`config.mk`:
```
export PLATFORM = sky130hd
export DESIGN_NAME = periodic_task_dispatcher
export DESIGN_NICKNAME = d
export VERILOG_FILES = /design/src/design/ptd_pkg.sv /design/src/design/ptd_rem_unit.sv /design/src/design/ptd_slot_table.sv /design/src/design/periodic_task_dispatcher.sv
export SDC_FILE = /design/constraint.sdc
export NUM_CORES = 1
export LEC_CHECK = 0
export BUFFER_PORTS_ARGS = -buffer_cell sky130_fd_sc_hd__clkbuf_2
export CAP_MARGIN = 15
export CELL_PAD_IN_SITES_DETAIL_PLACEMENT = 1
export CELL_PAD_IN_SITES_GLOBAL_PLACEMENT = 1
export CORE_AREA = 2 2 238 240
export DETAILED_ROUTE_END_ITERATION = 8
export DIE_AREA = 0 0 240 242
export GPL_ROUTABILITY_DRIVEN = 0
export GPL_TIMING_DRIVEN = 0
export MAX_ROUTING_LAYER = met4
export PLACE_DENSITY = 0.58
export SYNTH_ARGS = -nofsm -noshare
export SYNTH_HDL_FRONTEND = slang
export SYNTH_SLANG_ARGS = --single-unit
```
`constraint.sdc`:
```
create_clock -name clk -period 7.6 [get_ports clk]
set_input_delay 1.14 -clock clk [delete_from_list [all_inputs] [get_ports clk]]
set_output_delay 1.14 -clock clk [all_outputs]
set_load 0.02 [all_outputs]
```
`src/design/ptd_pkg.sv`:
```
// ----------------------------------------------------------------------------
// ptd_pkg
// Shared types and constants for the periodic task dispatcher.
// ----------------------------------------------------------------------------
package ptd_pkg;

  localparam int KIND_W   = 3;
  localparam int TASK_W   = 3;
  localparam int PERIOD_W = 32;
  localparam int SCAN_MAX = 8;   // a 3-bit task index names slots 0..7 only

  typedef enum logic [KIND_W-1:0] {
    KIND_TICK    = 3'd0,
    KIND_CREATE  = 3'd1,
    KIND_RESUME  = 3'd2,
    KIND_SUSPEND = 3'd3,
    KIND_DELETE  = 3'd4
  } ptd_kind_t;

  typedef enum logic [2:0] {
    ST_IDLE,
    ST_READ,
    ST_CHECK,
    ST_DIVIDE,
    ST_ADVANCE
  } ptd_state_t;

  // Table update request, one transfer per cycle at most
  typedef struct packed {
    logic              create;
    logic              resume;
    logic              suspend;
    logic              remove;
    logic [TASK_W-1:0] idx;
  } ptd_tbl_cmd_t;

  // Remainder unit status
  typedef struct packed {
    logic done;
    logic zero;
  } ptd_rem_stat_t;

endpackage

```
`src/design/ptd_rem_unit.sv`:
```
// ----------------------------------------------------------------------------
// ptd_rem_unit
// Bit-serial restoring remainder: one dividend bit per cycle over all 32 dividend bits.
// ----------------------------------------------------------------------------
module ptd_rem_unit (
  input  logic                         clk,
  input  logic                         rst_n,
  input  logic                         start,
  input  logic [ptd_pkg::PERIOD_W-1:0] dividend,
  input  logic [ptd_pkg::PERIOD_W-1:0] divisor,
  output ptd_pkg::ptd_rem_stat_t       stat
);
  import ptd_pkg::*;

  localparam int CNT_W = $clog2(PERIOD_W);

  logic                  run_r, run_nxt;
  logic                  done_r, done_nxt;
  logic [CNT_W-1:0]      cnt_r, cnt_nxt;
  logic [PERIOD_W-1:0]   rem_r, rem_nxt;
  logic [PERIOD_W-1:0]   dvd_r, dvd_nxt;
  logic [PERIOD_W-1:0]   dsr_r, dsr_nxt;
  logic [PERIOD_W:0]     shifted;
  logic [PERIOD_W+1:0]   diff;

  assign shifted = {rem_r, dvd_r[PERIOD_W-1]};
  assign diff    = {1'b0, shifted} - {2'b00, dsr_r};

  always_comb begin
    run_nxt  = run_r;
    done_nxt = 1'b0;
    cnt_nxt  = cnt_r;
    rem_nxt  = rem_r;
    dvd_nxt  = dvd_r;
    dsr_nxt  = dsr_r;
    if (start) begin
      run_nxt = 1'b1;
      cnt_nxt = '0;
      rem_nxt = '0;
      dvd_nxt = dividend;
      dsr_nxt = divisor;
    end else if (run_r) begin
      // subtract when the shifted partial remainder covers the divisor
      rem_nxt = diff[PERIOD_W+1] ? shifted[PERIOD_W-1:0] : diff[PERIOD_W-1:0];
      dvd_nxt = {dvd_r[PERIOD_W-2:0], 1'b0};
      cnt_nxt = cnt_r + 1'b1;
      if (cnt_r == CNT_W'(PERIOD_W - 1)) begin
        run_nxt  = 1'b0;
        done_nxt = 1'b1;
      end
    end
  end

  always_ff @(posedge clk) begin
    if (!rst_n) begin
      run_r  <= 1'b0;
      done_r <= 1'b0;
      cnt_r  <= '0;
    end else begin
      run_r  <= run_nxt;
      done_r <= done_nxt;
      cnt_r  <= cnt_nxt;
    end
  end

  always_ff @(posedge clk) begin
    rem_r <= rem_nxt;
    dvd_r <= dvd_nxt;
    dsr_r <= dsr_nxt;
  end

  assign stat.done = done_r;
  assign stat.zero = (rem_r == '0);

endmodule

```
`src/design/ptd_slot_table.sv`:
```
// ----------------------------------------------------------------------------
// ptd_slot_table
// Period memory, occupied and resumed marks, and the creation cursor.
// ----------------------------------------------------------------------------
module ptd_slot_table #(
  parameter int SLOT_COUNT = 8
) (
  input  logic                         clk,
  input  logic                         rst_n,
  input  ptd_pkg::ptd_tbl_cmd_t        cmd,
  input  logic [ptd_pkg::PERIOD_W-1:0] cmd_period,
  input  logic [ptd_pkg::TASK_W-1:0]   rd_addr,
  output logic [ptd_pkg::PERIOD_W-1:0] rd_period,
  output logic                         rd_live
);
  import ptd_pkg::*;

  localparam int IDX_W = (SLOT_COUNT > 1) ? $clog2(SLOT_COUNT) : 1;
  localparam int CUR_W = $clog2(SLOT_COUNT + 1);
  localparam int WIDE_W = IDX_W + TASK_W;

  logic [PERIOD_W-1:0]   period_mem [SLOT_COUNT];
  logic [SLOT_COUNT-1:0] occ_r, occ_nxt;
  logic [SLOT_COUNT-1:0] res_r, res_nxt;
  logic [CUR_W-1:0]      cursor_r, cursor_nxt;
  logic [WIDE_W-1:0]     cmd_wide, rd_wide;
  logic [IDX_W-1:0]      cmd_slot, rd_slot, cur_slot;
  logic                  cmd_in_range;
  logic                  cur_in_range;
  logic                  do_write;
  logic [PERIOD_W-1:0]   rd_period_r;
  logic                  rd_live_r;

  assign cmd_wide     = WIDE_W'(cmd.idx);
  assign rd_wide      = WIDE_W'(rd_addr);
  assign cmd_slot     = cmd_wide[IDX_W-1:0];
  assign rd_slot      = rd_wide[IDX_W-1:0];
  assign cur_slot     = cursor_r[IDX_W-1:0];
  assign cmd_in_range = (32'(cmd.idx) < SLOT_COUNT);
  assign cur_in_range = (32'(cursor_r) < SLOT_COUNT);
  assign do_write     = cmd.create && cur_in_range && !occ_r[cur_slot];

  always_comb begin
    occ_nxt    = occ_r;
    res_nxt    = res_r;
    cursor_nxt = cursor_r;
    if (cmd.create && cur_in_range) begin
      cursor_nxt = cursor_r + 1'b1;
      if (!occ_r[cur_slot]) begin
        occ_nxt[cur_slot] = 1'b1;
        res_nxt[cur_slot] = 1'b1;
      end
    end
    if (cmd_in_range) begin
      if (cmd.resume)  res_nxt[cmd_slot] = 1'b1;
      if (cmd.suspend) res_nxt[cmd_slot] = 1'b0;
      if (cmd.remove)  occ_nxt[cmd_slot] = 1'b0;
    end
  end

  always_ff @(posedge clk) begin
    if (!rst_n) begin
      occ_r    <= '0;
      res_r    <= '0;
      cursor_r <= '0;
    end else begin
      occ_r    <= occ_nxt;
      res_r    <= res_nxt;
      cursor_r <= cursor_nxt;
    end
  end

  // period is only used for occupied slots, which always were written first
  always_ff @(posedge clk) begin
    if (do_write) begin
      period_mem[cur_slot] <= cmd_period;
    end
    rd_period_r <= period_mem[rd_slot];
    rd_live_r   <= occ_r[rd_slot] && res_r[rd_slot];
  end

  assign rd_period = rd_period_r;
  assign rd_live   = rd_live_r;

endmodule

```
`src/design/periodic_task_dispatcher.sv`:
```
// ----------------------------------------------------------------------------
// periodic_task_dispatcher
// Time-triggered periodic task scheduler with a shared remainder unit.
// ----------------------------------------------------------------------------
// Create, resume, suspend and delete commands take effect in the cycle they
// are accepted and leave busy low. A tick command raises busy while slots
// 0..min(SLOT_COUNT,8)-1 are scanned one at a time: a slot that is empty,
// suspended or has a zero period passes through READ, CHECK and ADVANCE, and
// a live slot through READ, CHECK, DIVIDE and ADVANCE, running the single
// bit-serial remainder unit (32 steps) on the new tick count. Due slots come
// out in slot order, one per out_valid pulse, with out_last on the final one;
// the receiver cannot stall, and results are never closer than one per
// remainder pass except the last, which may follow the one before it.
// ----------------------------------------------------------------------------
module periodic_task_dispatcher #(
  parameter int SLOT_COUNT = 8
) (
  input  logic                         clk,
  input  logic                         rst_n,
  input  logic                         start,
  output logic                         busy,
  input  logic [ptd_pkg::KIND_W-1:0]   in_kind,
  input  logic [ptd_pkg::TASK_W-1:0]   in_task_index,
  input  logic [ptd_pkg::PERIOD_W-1:0] in_period,
  output logic                         out_valid,
  output logic [ptd_pkg::TASK_W-1:0]   out_due_task,
  output logic                         out_last
);
  import ptd_pkg::*;

  localparam int SCAN_LAST = ((SLOT_COUNT > SCAN_MAX) ? SCAN_MAX : SLOT_COUNT) - 1;

  ptd_state_t          state_r, state_nxt;
  logic [TASK_W-1:0]   scan_r, scan_nxt;
  logic [TASK_W-1:0]   pend_r, pend_nxt;
  logic                have_pend_r, have_pend_nxt;
  logic [PERIOD_W-1:0] count_r, count_nxt;
  logic                out_valid_r, out_valid_nxt;
  logic [TASK_W-1:0]   out_task_r, out_task_nxt;
  logic                out_last_r, out_last_nxt;

  logic                accept;
  ptd_tbl_cmd_t        tbl_cmd;
  logic [PERIOD_W-1:0] rd_period;
  logic                rd_live;
  logic                rem_start;
  ptd_rem_stat_t       rem_stat;

  assign busy   = (state_r != ST_IDLE);
  assign accept = start && !busy;

  always_comb begin
    tbl_cmd     = '0;
    tbl_cmd.idx = in_task_index;
    if (accept) begin
      unique case (in_kind)
        KIND_TICK:    ;
        KIND_CREATE:  tbl_cmd.create  = 1'b1;
        KIND_RESUME:  tbl_cmd.resume  = 1'b1;
        KIND_SUSPEND: tbl_cmd.suspend = 1'b1;
        KIND_DELETE:  tbl_cmd.remove  = 1'b1;
        default:      ;
      endcase
    end
  end

  ptd_slot_table #(
    .SLOT_COUNT(SLOT_COUNT)
  ) u_table (
    .clk        (clk),
    .rst_n      (rst_n),
    .cmd        (tbl_cmd),
    .cmd_period (in_period),
    .rd_addr    (scan_r),
    .rd_period  (rd_period),
    .rd_live    (rd_live)
  );

  assign rem_start = (state_r == ST_CHECK) && rd_live && (rd_period != '0);

  ptd_rem_unit u_rem (
    .clk      (clk),
    .rst_n    (rst_n),
    .start    (rem_start),
    .dividend (count_r),
    .divisor  (rd_period),
    .stat     (rem_stat)
  );

  always_comb begin
    state_nxt     = state_r;
    scan_nxt      = scan_r;
    pend_nxt      = pend_r;
    have_pend_nxt = have_pend_r;
    count_nxt     = count_r;
    out_valid_nxt = 1'b0;
    out_task_nxt  = out_task_r;
    out_last_nxt  = out_last_r;
    unique case (state_r)
      ST_IDLE: begin
        if (accept && (in_kind == KIND_TICK)) begin
          count_nxt     = count_r + 1'b1;
          scan_nxt      = '0;
          have_pend_nxt = 1'b0;
          state_nxt     = ST_READ;
        end
      end
      ST_READ: begin
        state_nxt = ST_CHECK;
      end
      ST_CHECK: begin
        state_nxt = rem_start ? ST_DIVIDE : ST_ADVANCE;
      end
      ST_DIVIDE: begin
        if (rem_stat.done) begin
          if (rem_stat.zero) begin
            // hold this hit until we know whether another follows
            if (have_pend_r) begin
              out_valid_nxt = 1'b1;
              out_task_nxt  = pend_r;
              out_last_nxt  = 1'b0;
            end
            pend_nxt      = scan_r;
            have_pend_nxt = 1'b1;
          end
          state_nxt = ST_ADVANCE;
        end
      end
      ST_ADVANCE: begin
        if (scan_r == TASK_W'(SCAN_LAST)) begin
          if (have_pend_r) begin
            out_valid_nxt = 1'b1;
            out_task_nxt  = pend_r;
            out_last_nxt  = 1'b1;
          end
          have_pend_nxt = 1'b0;
          state_nxt     = ST_IDLE;
        end else begin
          scan_nxt  = scan_r + 1'b1;
          state_nxt = ST_READ;
        end
      end
      default: state_nxt = ST_IDLE;
    endcase
  end

  always_ff @(posedge clk) begin
    if (!rst_n) begin
      state_r     <= ST_IDLE;
      have_pend_r <= 1'b0;
      count_r     <= '0;
      out_valid_r <= 1'b0;
    end else begin
      state_r     <= state_nxt;
      have_pend_r <= have_pend_nxt;
      count_r     <= count_nxt;
      out_valid_r <= out_valid_nxt;
    end
  end

  always_ff @(posedge clk) begin
    scan_r     <= scan_nxt;
    pend_r     <= pend_nxt;
    out_task_r <= out_task_nxt;
    out_last_r <= out_last_nxt;
  end

  assign out_valid    = out_valid_r;
  assign out_due_task = out_task_r;
  assign out_last     = out_last_r;

  a_idle_result_is_last: assert property (@(posedge clk) disable iff (!rst_n)
    (out_valid && !busy) |-> out_last)
    else $error("result after scan end without last mark");

  a_no_result_after_accept: assert property (@(posedge clk) disable iff (!rst_n)
    accept |=> !out_valid)
    else $error("result follows a command transfer");

  a_rem_done_in_divide: assert property (@(posedge clk) disable iff (!rst_n)
    rem_stat.done |-> (state_r == ST_DIVIDE))
    else $error("remainder finished outside divide step");

  a_result_source: assert property (@(posedge clk) disable iff (!rst_n)
    out_valid |-> ($past(state_r) == ST_DIVIDE || $past(state_r) == ST_ADVANCE))
    else $error("result raised from unexpected state");

endmodule
```
[Word level (Yosys, flattened, before mapping)]
Memories as Yosys holds them, arrays and structs flattened. A register that Yosys moved wholly into a read port is not among the register bits.
Index checks and enable logic that the tools add are counted.
Word-level totals
  register bits: 171
  bits in writable memories: 256
  output and inout bits: 6
  logic and storage cells: 144
  memories: 1
Memory list
  u_table.period_mem: depth 8, width 32, rd ports 1, clocked after memory_dff 1, wr ports 1, RTL line ptd_slot_table.sv:22  | logic [PERIOD_W-1:0] period_mem [SLOT_COUNT];
Operators by class
  add/subtract/negate cells: 5
  order comparisons: 6
  equal/unequal tests: 17
  mux-type cells: 60
  bitwise gates (word level): 8
  reductions and logical operators: 29
Operators by type and width (number)
  $mux 32: 3
  $mux 8: 7
  $sub 33x32->34: 1
  $add 32x1->32 const B: 1
  $logic_not 32->1: 1
  $reduce_bool 32->1: 1
  $mux 1: 29
  $mux 3: 9
  $or 8x8->8: 3
  $and 8x8->8: 2
  $pmux 3 s5: 1
  $eq 3x2->1 const B: 4
  $lt 3x4->1 const B: 3
  $ne 2x2->1 const B: 6
  $pmux 3 s2: 2
  $bmux 1 s3: 3
  $eq 3x3->1 const B: 3
  $logic_and 1x1->1: 9
  $not 8->8: 1
  $demux 1 s3: 2
  $eq 3x1->1 const B: 2
  $ge 3x1->1 const B: 2
  $logic_not 3->1: 2
  $reduce_and 3->1: 2
  19 further kinds: 26

[Depth between registers and ports, before layout]
Gate-level depths: netlist (run 1).
  depth in word-level cells: 11
  depth in mapped cells: 14

[Modules after synthesis]
Synthesis (run 1) repeated with hierarchy kept, for this count alone.
Unflattened totals
  cell total of the unflattened synthesis: 1432
  area total of the unflattened synthesis: 19701.4 µm²
By module, submodules not included
  ptd_slot_table: instances 1, cells an instance 574, area each 11308.3 µm²
  ptd_rem_unit: instances 1, cells an instance 588, area each 5949.5 µm²
  periodic_task_dispatcher: instances 1, cells an instance 270, area each 2443.6 µm²

[Worst setup path before layout (run 1)]
OpenSTA, ideal clock, no wires.
  path kind: input port to flip-flop
  start point: input start
  end point: register u_table.occ_r[4]
  library setup time: 0.068 ns
  arrival: 5.159 ns
  path slack: 2.373 ns
  stages on the path: 7
  path buffers: 1
  path through: or4b_4 > nor2_1 > and3_1 > clkbuf_1 > nand3_1 > nor3_1 > o221a_2
Between the ends
  word-level cells in the longest chain between the ends: 6
RTL lines
  start: declaration: RTL line periodic_task_dispatcher.sv:20  | input logic start,
  $logic_and 1x1->1 *: RTL line periodic_task_dispatcher.sv:50  | assign accept = start && !busy;
  $mux 4 *: RTL line periodic_task_dispatcher.sv:55  | if (accept) begin
  $logic_and 1x1->1: RTL line ptd_slot_table.sv:47  | if (cmd.create && cur_in_range) begin
  $mux 8: RTL line ptd_slot_table.sv:47
  $and 8x8->8 (no source line)
  $mux 8 *: RTL line ptd_slot_table.sv:57  | if (cmd.remove) occ_nxt[cmd_slot] = 1'b0;
  end signal: assignment: RTL line ptd_slot_table.sv:67  | occ_r <= occ_nxt;
  end: declaration: RTL line ptd_slot_table.sv:23  | logic [SLOT_COUNT-1:0] occ_r, occ_nxt;
Mark *: on every way between the ends. The rest lies on a longest branch, timed or not.
A chain may end at the register's enable or synchronous reset.

[Worst setup path after layout (run 1)]
  start point: input start
  end point: memory u_table.period_mem[4][4], enable pin
Between the ends
  word-level cells in the longest chain between the ends: 6
RTL lines
  $logic_and 1x1->1: RTL line periodic_task_dispatcher.sv:50
  $mux 4: RTL line periodic_task_dispatcher.sv:55
  $logic_and 1x1->1 (2 in series): RTL line ptd_slot_table.sv:41  | assign do_write = cmd.create && cur_in_range && !occ_r[cur_slot];
  $mux 1: RTL line ptd_slot_table.sv:75  | if (do_write) begin
  $mux 1 (implied by the code): RTL line ptd_slot_table.sv:76  | period_mem[cur_slot] <= cmd_period;
  end: declaration: RTL line ptd_slot_table.sv:22
No other way between the ends.

==> results.json, run 1 <==
{
  "outcome": "complete, no violations",
  "cts_made_buffers": 51,
  "p_int_w": 0.00429,
  "synthTopCellsByArea": "edfxtp_1, dfxtp_1, mux4_2",
  "final_layout_size_suffix_gt1_frac": 0.179,
  "post-cts-setup-buffer-count": 0,
  "relSlewSlack": 0.306,
  "synth_commonest_cells": "edfxtp_1, nand2_1, dfxtp_1, o21ai_0, mux4_2",
  "overflow": 0,
  "crit_path_start_kind": "input pin",
  "htreeDepth": 2,
  "synth_nets": 1456,
  "ys_ff_latch": 459,
  "post_synth_xor_area_fraction": 0.0237,
  "yosysSeqAreaShare": 0.650,
  "syn2layout_area_growth_pct": 16.4,
  "period_minus_slack_ns": 3.83,
  "synth_warnings": 0,
  "cts_resized": 0,
  "comb_power_share": 0.070,
  "dr_total_vias": 11400,
  "post_dp_cell_area_um2": 20700,
  "grt_pass1_vias": 12400,
  "drt_iter0_markers": 515,
  "firstDrtPassIters": 5,
  "sequentialPowerShare": 0.495,
  "routed_wl_mm": 45.0,
  "yosys.area_share.simple": 0.0967,
  "cp.arrival_ns": 4.11,
  "synth_cells": 1376,
  "antenna_found_initial": 2,
  "p_leak_nw": 7.92,
  "ff2ff_setup_slack_ns": 3.84,
  "swShare": 0.229,
  "synth_compound_area_frac": 0.0696,
  "power_switching_w": 0.00128,
  "cts.clk_slew.worst_paths_ns": 0.06,
  "finalHoldViolations": 0,
  "crit_fanout": 9,
  "synth_edf_count": 330,
  "cts_tree": "yes",
  "synth_area_um2": 19200,
  "hold_path.startpoint": "u_table.rd_period[31]$_DFF_P_",
  "yosys.cell_count.top_type": "edfxtp_1",
  "hpwlAfterDp_mm": 31.1,
  "start_util": 0.345,
  "ios": 47,
  "reg2reg_depth": 10,
  "hold_path_depth": 0,
  "hold_buffers": 0,
  "num_rows": 87,
  "end_kind": "flip-flop",
  "vias_per_cell": 4.99,
  "drv_slew": 0,
  "stdcell_area_um2": 22400,
  "whs_ns": 0.425,
  "setup_viol_count_final": 0,
  "antenna_left": 0,
  "grt_first_pass_wirelength_mm": 71.0,
  "grt_usage": 0.163,
  "insertion_delay_ns": 0.60,
  "cts_buffer_depth": 3,
  "hp-class": "reg2reg",
  "timing.fmax_mhz": 261,
  "fp.dieW_um": 240,
  "synthDistinctLibCells": 62,
  "rsz0062_at_grt": "no",
  "peakVddDrop_mv": 0.175,
  "yosys.area.top_type": "edfxtp_1",
  "hold_end": "u_rem.dsr_r[31]$_DFFE_PP_",
  "io_buffers": 46,
  "r2r_end": "u_table.period_mem[4][4]$_DFFE_PP_",
  "synth_top_family_by_area": "multiplexers",
  "wire_per_inst_um": 19.7,
  "synth-async-reset-ratio": 0,
  "grt_max_degree": 33,
  "synth_mux_area_frac": 0.113,
  "synth_top_area_frac": 0.516,
  "core-area_um2": 55700,
  "cts_root_buffer": "clkbuf_16",
  "cts_sinks": 459,
  "worst_pin_slew_ns": 1.04,
  "clock_skew_ns": 0.0277,
  "synthAdderAreaFrac": 0.0258,
  "fillers": 5856,
  "clkPwrFrac": 0.435,
  "synth.avg_cell_area_um2": 14.0,
  "path_class": "in2reg",
  "cap_violations": 0,
  "period_share": 0.503,
  "ys.flop_type": "edfxtp_1",
  "dieArea_um2": 58100,
  "timing.rr.start": "state_r[1]$_SDFFE_PN0P_",
  "nNetsFinal": 1570,
  "cp.required_ns": 7.89,
  "drc": 0,
  "powerDensity_nw_per_um2": 249,
  "die_y_um": 242
}
-- routing by layer --
metal | routed length [um] | up-vias | track usage
met1 | 20700 | 5798 | 0.205
met3 | 1470 | 69 | 0.0302
met5 | 0 | - | -
met4 | 945 | 0 | 0.0444
li1 | - | 5435 | -
met2 | 22000 | 134 | 0.268
-- worst max-delay path: stages --
cell and delay [ns]:
clkbuf_2 0.09, or4b_4 0.50, nor2_1 0.24, and3_1 0.19
clkbuf_1 0.28, nand3_1 0.36, nor3_2 0.72, buf_6 0.23
buf_6 0.17, buf_6 0.16
-- metrics by stage --
stage | power [W] | setup TNS [ns] | worst slack, ns | utilization | std cells
after floorplan | 0.00306 | 0 | 2.37 | - | 1376
after global placement | 0.00319 | -36.65 | -0.870 | 0.366 | 2178
after detailed placement | 0.00320 | 0 | 3.13 | 0.371 | 2193
after CTS | 0.00563 | 0 | 3.75 | 0.401 | 2289
after global routing | 0.00577 | 0 | 3.58 | 0.401 | 2291
final | 0.00556 | 0 | 3.77 | 0.401 | 2291
-- power by group through the flow --
stage                     sequential, W  combinational (W)  clock [W]
after floorplan                 0.00279           0.000275          0
after global placement          0.00281           0.000379          0
after detailed placement        0.00281           0.000388          0
after CTS                       0.00275           0.000391    0.00249
after global routing            0.00276           0.000436    0.00258
final                           0.00275           0.000387    0.00242
-- kinds of logic (layout without fill, tap and decap cells) --
| family | count (synthesis) | after routing |
|---|---|---|
| buffers and inverters | 107 | 264 |
| adders and majority gates | 39 | 39 |
| other | 0 | 2 |
| muxes | 131 | 131 |
| xor gates and xnor gates | 52 | 52 |
| and+or+nand+nor | 377 | 377 |
| DFF | 459 | 459 |
| AOI/OAI and AO/OA | 211 | 211 |
-- flip-flops by register name, summed over array words and instances (netlist names) --
signal              cells
u_table.cursor_r        4
out_valid               1
u_table.period_mem    256
u_rem.rem_r            32
out_due_task            3
scan_r                  3
pend_r                  3
u_table.occ_r           8
state_r                 3
u_rem.dsr_r            32
u_rem.cnt_r             5
u_table.rd_live         1
u_table.res_r           8
out_last                1
u_table.rd_period      32
u_rem.dvd_r            32
u_rem.done_r            1
u_rem.run_r             1
have_pend_r             1
count_r                32
-- worst max-delay path by stage --
stage	cells past startpoint	endpoint	start
floorplan	7	u_table.occ_r[4]$_SDFF_PN0_	start
global placement	8	u_table.occ_r[0]$_SDFF_PN0_	start
detailed placement	10	u_table.period_mem[4][4]$_DFFE_PP_	start
CTS	10	u_table.period_mem[4][4]$_DFFE_PP_	start
global route	10	u_table.period_mem[4][4]$_DFFE_PP_	start
finish	10	u_table.period_mem[4][4]$_DFFE_PP_	start
-- cell type report --
cell class | instances | area, um2 | area share
Sequential cell | 459 | 12500 | 0.558
Multi-Input combinational cell | 810 | 6370 | 0.285
Clock buffer | 72 | 1470 | 0.0655
Tap cell | 756 | 946 | 0.0423
Timing Repair Buffer | 61 | 479 | 0.0214
Buffer | 60 | 238 | 0.0106
Clock inverter | 24 | 201 | 0.00900
Inverter | 47 | 176 | 0.00788
Antenna cell | 2 | 5.00 | 0.000224
-- placed cells by master (no fill, tap or decap), types with 10 or more instances in the layout --
cell type,synthesis,layout
edfxtp_1,330,330
nand2_1,159,159
dfxtp_1,129,129
o21ai_0,72,72
mux4_2,65,65
a21oi_1,55,55
clkbuf_1,44,54
clkbuf_16,0,52
nor2_1,56,50
inv_1,47,47
clkbuf_2,0,47
ha_1,38,38
xnor2_1,35,35
mux2_2,34,34
mux2i_1,32,32
and2_1,28,28
nand3_1,25,25
xor2_1,17,17
nor4_1,14,14
and3_1,13,13
nand4_1,13,13
or3_1,13,13
clkinv_2,0,13
buf_1,12,12
nand2b_1,11,10
a21o_1,10,10
No activity file was read; power rests on OpenSTA's default activity.
==> run 2: changes to the inputs <==
--- a/config.mk
+++ b/config.mk
@@ -15,7 +15,7 @@
 export GPL_ROUTABILITY_DRIVEN = 0
 export GPL_TIMING_DRIVEN = 0
 export MAX_ROUTING_LAYER = met4
-export PLACE_DENSITY = 0.58
+export PLACE_DENSITY = 0.6
 export SYNTH_ARGS = -nofsm -noshare
 export SYNTH_HDL_FRONTEND = slang
 export SYNTH_SLANG_ARGS = --single-unit
==> constraint.sdc (replaced) <==
create_clock -name clk -period 3.1 [get_ports clk]
set_input_delay 0.465 -clock clk [delete_from_list [all_inputs] [get_ports clk]]
set_output_delay 0.465 -clock clk [all_outputs]
set_load 0.02 [all_outputs]
==> run 2 against run 1 <==
Against the previous run:
- via count increased by 0.85%
- flip-flop and latch count unchanged
- clock power increased by 140%
- power increased by 140%
- register-to-register slack got worse by 3.7 ns
- routed wire length increased by 0.84%
- final cell count increased by 0.79%
- critical endpoint is now u_rem.rem_r[28]$_SDFFE_PP0P_
- highest routed layer unchanged
==> results.json, run 2 (synthesis results as in run 1) <==
{
  "outcome": "complete, no violations",
  "p_leak_nw": 8.06,
  "swShare": 0.231,
  "grt_max_degree": 33,
  "r2r_end": "u_rem.rem_r[28]$_SDFFE_PP0P_",
  "worst_pin_slew_ns": 1.02,
  "cts_tree": "yes",
  "period_share": 0.956,
  "layout_setup_ws_ns": 0.138,
  "hp-class": "in2reg",
  "post_dp_cell_area_um2": 20700,
  "largest_reg_flops": 256,
  "cp_common_cell": "o31a_1",
  "clock_skew_ns": 0.0221,
  "fp.dieW_um": 240,
  "grt_pass1_vias": 12400,
  "cp_top_family": "compound AO/OA/AOI/OAI gates",
  "cp.arrival_ns": 3.47,
  "start_util": 0.345,
  "setup_viol_count_final": 0,
  "antenna_found_initial": 3,
  "cts.clk_slew.worst_paths_ns": 0.06,
  "crit_fanout": 5,
  "path_class": "reg2reg",
  "ff2ff_setup_slack_ns": 0.14,
  "fin_setup_tns_ns": 0,
  "ios": 47,
  "cts_root_buffer": "clkbuf_16",
  "dr_total_vias": 11500,
  "overflow": 0,
  "drc": 0,
  "cp.required_ns": 3.61,
  "dieArea_um2": 58100,
  "crit_path_start_kind": "flip-flop",
  "drv_slew": 0,
  "clkPwrFrac": 0.431,
  "antenna_left": 0,
  "routed_wl_mm": 45.4,
  "power_switching_w": 0.00315,
  "path_buf_inv": 0,
  "firstDrtPassIters": 5,
  "hold_end": "u_table.period_mem[5][6]$_DFFE_PP_",
  "hold_buffers": 0,
  "hpwlAfterDp_mm": 30.9,
  "stdcell_area_um2": 22800,
  "insertion_delay_ns": 0.59,
  "final_common_cell": "edfxtp_1",
  "nNetsFinal": 1591,
  "finalHoldViolations": 0,
  "cap_violations": 0,
  "grt_first_pass_wirelength_mm": 71.8,
  "die_y_um": 242,
  "crit_chain": "ha_1 > fa_1 > nor2b_2 > o2111a_1 > o31a_1 > o21ai_2 > o31a_1 > a31oi_4 > a41oi_1 > xor2_1 > o21ai_0",
  "powerDensity_nw_per_um2": 598,
  "top_register": "u_table.period_mem",
  "io_buffers": 46,
  "period_minus_slack_ns": 2.96,
  "cts_buffer_depth": 3,
  "reg2reg_depth": 11,
  "timing.fmax_mhz": 338,
  "num_rows": 87,
  "cts_sinks": 459,
  "cts_made_buffers": 50,
  "end_kind": "flip-flop",
  "vias_per_cell": 4.99,
  "htreeDepth": 2,
  "cp_slowest_stage_delay_ns": 0.44,
  "syn2layout_area_growth_pct": 18.4,
  "final_cell_mix": "edfxtp_1, nand2_1, dfxtp_1",
  "timing.rr.start": "u_rem.dsr_r[0]$_DFFE_PP_",
  "whs_ns": 0.151,
  "relSlewSlack": 0.323,
  "cp_slowest_cell": "fa_1",
  "place_ws_ns": -0.688,
  "hold_path_depth": 1,
  "sequentialPowerShare": 0.496,
  "finalPower_w": 0.0136,
  "hold_path.startpoint": "in_period[6]",
  "wire_per_inst_um": 19.7,
  "drt_iter0_markers": 619,
  "peakVddDrop_mv": 0.520,
  "final_layout_size_suffix_gt1_frac": 0.203,
  "grt_usage": 0.165,
  "p_int_w": 0.0105,
  "core-area_um2": 55700,
  "comb_power_share": 0.074
}
==> run 2: changes by cell type in the layout (fill, tap and decap cells not counted), sizes merged <==
cell           delta
buf              +26
bufinv            +1
clkbuf            -8
clkdlybuf4s15     +1
clkinv            +1
clkinvlp          -2
diode             +1
inv               -2
==> run 2: cell type report <==
cell class	instances	area (um2)
clock buffer	69	1390
timing repair buffer	88	763
inverter	47	176
multi-input combinational	810	6500
buffer	55	245
clock inverter	22	233
tap	756	946
antenna	3	7.51
sequential	459	12500
fill	5831	33000
==> run 2: power groups by stage <==
stage          Clock (W)  Combinational, W  Sequential [W]
5_1_grt          0.00624           0.00112         0.00676
3_3_place_gp           0          0.000924         0.00688
3_5_place_dp           0          0.000951         0.00688
4_1_cts          0.00601          0.000983         0.00675
6_report         0.00586           0.00100         0.00675
2_1_floorplan          0          0.000675         0.00683
==> run 2: how the worst max path moves through the flow <==
stage                            startpoint                                  to  slack, ns  cells past startpoint
2_1_floorplan       state_r[0]$_SDFFE_PN0P_         u_table.occ_r[7]$_SDFF_PN0_      -0.54                      8
3_3_place_gp                          start         u_table.occ_r[6]$_SDFF_PN0_      -2.66                      8
3_5_place_dp                          start  u_table.period_mem[4][7]$_DFFE_PP_      -0.69                      9
4_1_cts        u_rem.rem_r[23]$_SDFFE_PP0P_         u_rem.rem_r[0]$_SDFFE_PP0P_     -0.004                     10
5_1_grt           u_rem.dsr_r[13]$_DFFE_PP_        u_rem.rem_r[31]$_SDFFE_PP0P_      -0.06                     11
6_report           u_rem.dsr_r[0]$_DFFE_PP_        u_rem.rem_r[28]$_SDFFE_PP0P_       0.14                     11
==> run 2: what timing repair did <==
item                       CTS  global route
setup endpoints to repair  337           145
buffers inserted            12            19
gates resized for setup     20            22
gates cloned                 0             0
pin swaps                    8             8
==> run 2: through the flow <==
stage	instances	utilization
finish	2309	0.408
global route	2309	0.408
CTS	2287	0.404
detailed placement	2189	0.371
global placement	2178	0.366
floorplan	1376	-
==> run 2: layer usage <==
metal / up-vias / wire length [um] / track usage
met2: 168 / 22200 / 0.268
met5: - / 0 / -
met3: 75 / 1720 / 0.0281
li1: 5466 / - / -
met1: 5824 / 20500 / 0.212
met4: 0 / 1030 / 0.0469
==> run 3: changes to the inputs <==
--- a/config.mk
+++ b/config.mk
@@ -10,6 +10,7 @@
 export CELL_PAD_IN_SITES_DETAIL_PLACEMENT = 1
 export CELL_PAD_IN_SITES_GLOBAL_PLACEMENT = 1
 export CORE_AREA = 2 2 238 240
+export CTS_BUF_LIST = sky130_fd_sc_hd__clkbuf_8
 export DETAILED_ROUTE_END_ITERATION = 8
 export DIE_AREA = 0 0 240 242
 export GPL_ROUTABILITY_DRIVEN = 0
@@ -19,3 +20,4 @@
 export SYNTH_ARGS = -nofsm -noshare
 export SYNTH_HDL_FRONTEND = slang
 export SYNTH_SLANG_ARGS = --single-unit
+export TNS_END_PERCENT = 20
==> constraint.sdc (replaced) <==
create_clock -name clk -period 3.1 [get_ports clk]
set_input_delay 0.31 -clock clk [delete_from_list [all_inputs] [get_ports clk]]
set_output_delay 0.31 -clock clk [all_outputs]
set_load 0.02 [all_outputs]
==> run 3 against run 2 <==
Against the previous run:
- sequential share of layout area fell by 0.32 points
- combinational power is 4% higher
- final area is 0.57% higher
- hold slack worse by 0.040 ns
- utilization up 0.23 points
- die area did not move
- sequential power barely moved
- routed wire length rose by 0.78%
- clock-buffer cell count grew 17
- maximum frequency shrank 0.12%
- via count rose by 2.1%
- highest routed layer unchanged
==> results.json, run 3 (synthesis results as in run 1) <==
{
  "firstDrtPassIters": 4,
  "finalHoldViolations": 0,
  "cp_slowest_cell": "dfxtp_1",
  "final_common_cell": "edfxtp_1",
  "grt_first_pass_wirelength_mm": 73.0,
  "htreeDepth": 3,
  "grt_pass1_vias": 12800,
  "peakVddDrop_mv": 0.491,
  "nNetsFinal": 1639,
  "crit_chain": "ha_2 > and3_1 > and4_1 > a32oi_1 > nand3_1 > a31oi_2 > o21ai_2 > a21o_1 > buf_4 > buf_6 > mux2i_1 > a21oi_1",
  "setup_viol_count_final": 0,
  "wire_per_inst_um": 19.2,
  "cts_buffer_depth": 3,
  "vias_per_cell": 4.94,
  "insertion_delay_ns": 0.69,
  "multi_input_area_um2": 6510,
  "powerDensity_nw_per_um2": 574,
  "layout_setup_ws_ns": 0.134,
  "dieArea_um2": 58100,
  "io_buffers": 46,
  "path_class": "reg2reg",
  "hpwlAfterDp_mm": 30.9,
  "clock_skew_ns": 0.0635,
  "timing.fmax_mhz": 337,
  "syn2layout_area_growth_pct": 19.1,
  "start_util": 0.345,
  "core-area_um2": 55700,
  "hp-class": "in2reg",
  "cts_root_buffer": "clkbuf_8",
  "final_cell_mix": "edfxtp_1, nand2_1, dfxtp_1",
  "worst_pin_slew_ns": 1.05,
  "antenna_found_initial": 3,
  "cts_tree": "yes",
  "r2r_end": "u_rem.rem_r[12]$_SDFFE_PP0P_",
  "antenna_left": 0,
  "cp.depth": 12,
  "crit_path_start_kind": "flip-flop",
  "stdcell_area_um2": 22900,
  "ios": 47,
  "cp.arrival_ns": 3.50,
  "grt_usage": 0.168,
  "fillers": 5877,
  "post_dp_cell_area_um2": 20700,
  "seqCellArea_um2": 12500,
  "die_y_um": 242,
  "cp-startpoint": "u_rem.rem_r[23]$_SDFFE_PP0P_",
  "fp.dieW_um": 240,
  "drv_slew": 0,
  "cp.required_ns": 3.64,
  "ff2ff_setup_slack_ns": 0.13,
  "period_share": 0.957,
  "place_ws_ns": -0.688,
  "cap_violations": 0,
  "p_leak_nw": 8.27,
  "grt_max_degree": 33,
  "top_register": "u_table.period_mem",
  "largest_reg_flops": 256,
  "final_layout_size_suffix_gt1_frac": 0.205,
  "path_buf_inv": 2,
  "dr_total_vias": 11800,
  "drc": 0,
  "relSlewSlack": 0.300,
  "timing.rr.start": "u_rem.rem_r[23]$_SDFFE_PP0P_",
  "drt_iter0_markers": 587,
  "overflow": 0,
  "cp_top_family": "compound AO/OA/AOI/OAI gates",
  "period_minus_slack_ns": 2.97,
  "cp_slowest_stage_delay_ns": 0.45,
  "reg2reg_depth": 12,
  "cts.clk_slew.worst_paths_ns": 0.06,
  "crit_fanout": 10,
  "routed_wl_mm": 45.8,
  "num_rows": 87,
  "cts_made_buffers": 80,
  "outcome": "complete, no violations",
  "setup.worst_path.end": "u_rem.rem_r[12]$_SDFFE_PP0P_",
  "end_kind": "flip-flop",
  "cts_sinks": 459
}
## run 3: changes by cell type in the layout (fill, tap and decap cells not counted), sizes merged
| cell | before | now |
|---|---|---|
| inv | 48 | 91 |
| dlygate4sd3 | 0 | 33 |
| clkbuf | 154 | 169 |
| buf | 57 | 45 |
| clkinv | 16 | 14 |
| clkinvlp | 2 | 0 |
| clkdlybuf4s15 | 1 | 0 |
## run 3: cell type report
| class | count | share of cell area |
|---|---|---|
| inverter | 47 | 0.00771 |
| clock buffer | 86 | 0.0517 |
| clock inverter | 61 | 0.0157 |
| buffer | 53 | 0.0103 |
| sequential | 459 | 0.546 |
| antenna | 3 | 0.000328 |
| multi-input combinational | 810 | 0.284 |
| tap | 756 | 0.0413 |
| timing repair buffer | 108 | 0.0430 |
## run 3: worst reg2reg max path: stages (launching register included)
cell	delay [ns]
dfxtp_1	0.45
ha_2	0.38
and3_1	0.24
and4_1	0.24
a32oi_1	0.17
nand3_1	0.13
a31oi_2	0.28
o21ai_2	0.14
a21o_1	0.19
buf_4	0.18
buf_6	0.17
mux2i_1	0.19
a21oi_1	0.10
## run 3: worst min path at each step
stage                                        from                           to  slack, ns  depth (start not counted)
floorplan                     pend_r[0]$_DFFE_PP_    out_due_task[0]$_DFFE_PP_       0.40                          0
detailed placement  u_table.rd_period[22]$_DFF_P_    u_rem.dsr_r[22]$_DFFE_PP_       0.42                          0
global route                     in_task_index[0]  u_table.occ_r[7]$_SDFF_PN0_        0.1                          3
finish                           in_task_index[0]  u_table.occ_r[7]$_SDFF_PN0_       0.11                          3
CTS                              in_task_index[0]  u_table.occ_r[7]$_SDFF_PN0_       0.04                          3
global placement    u_table.rd_period[22]$_DFF_P_    u_rem.dsr_r[22]$_DFFE_PP_       0.42                          0
## run 3: metrics by stage
| stage | total power [W] | util | TNS, ns | std cells | hold WS, ns |
|---|---|---|---|---|---|
| finish | 0.0131 | 0.411 | 0 | 2383 | 0.111 |
| global route | 0.0137 | 0.411 | -0.0283 | 2383 | 0.0967 |
| CTS | 0.0133 | 0.408 | -0.0348 | 2371 | 0.0420 |
| detailed placement | 0.00783 | 0.371 | -91.26 | 2189 | 0.420 |
| global placement | 0.00780 | 0.366 | -724.97 | 2178 | 0.417 |
| floorplan | 0.00751 | - | -129.44 | 1376 | 0.400 |
## run 3: where the power goes
part	internal, W	total, W	switching [W]
clock	0.00284	0.00534	0.00250
combinational	0.000447	0.00104	0.000593
sequential	0.00665	0.00675	0.000106
## run 3: repair_timing
action	CTS	global route
cloned	0	0
endpoints found under the setup margin	336	186
hold endpoints to repair	258	0
hold buffers	33	0
gates resized for setup	24	23
buffers inserted	7	11
pin swaps	7	8
## run 3: metal layers
| metal | global-route usage | share of wire | wire length, um |
|---|---|---|---|
| met1 | 0.214 | 0.46 | 20900 |
| met2 | 0.270 | 0.49 | 22300 |
| met3 | 0.0281 | 0.032 | 1450 |
| met4 | 0.0590 | 0.024 | 1080 |
| met5 | - | 0 | 0 |
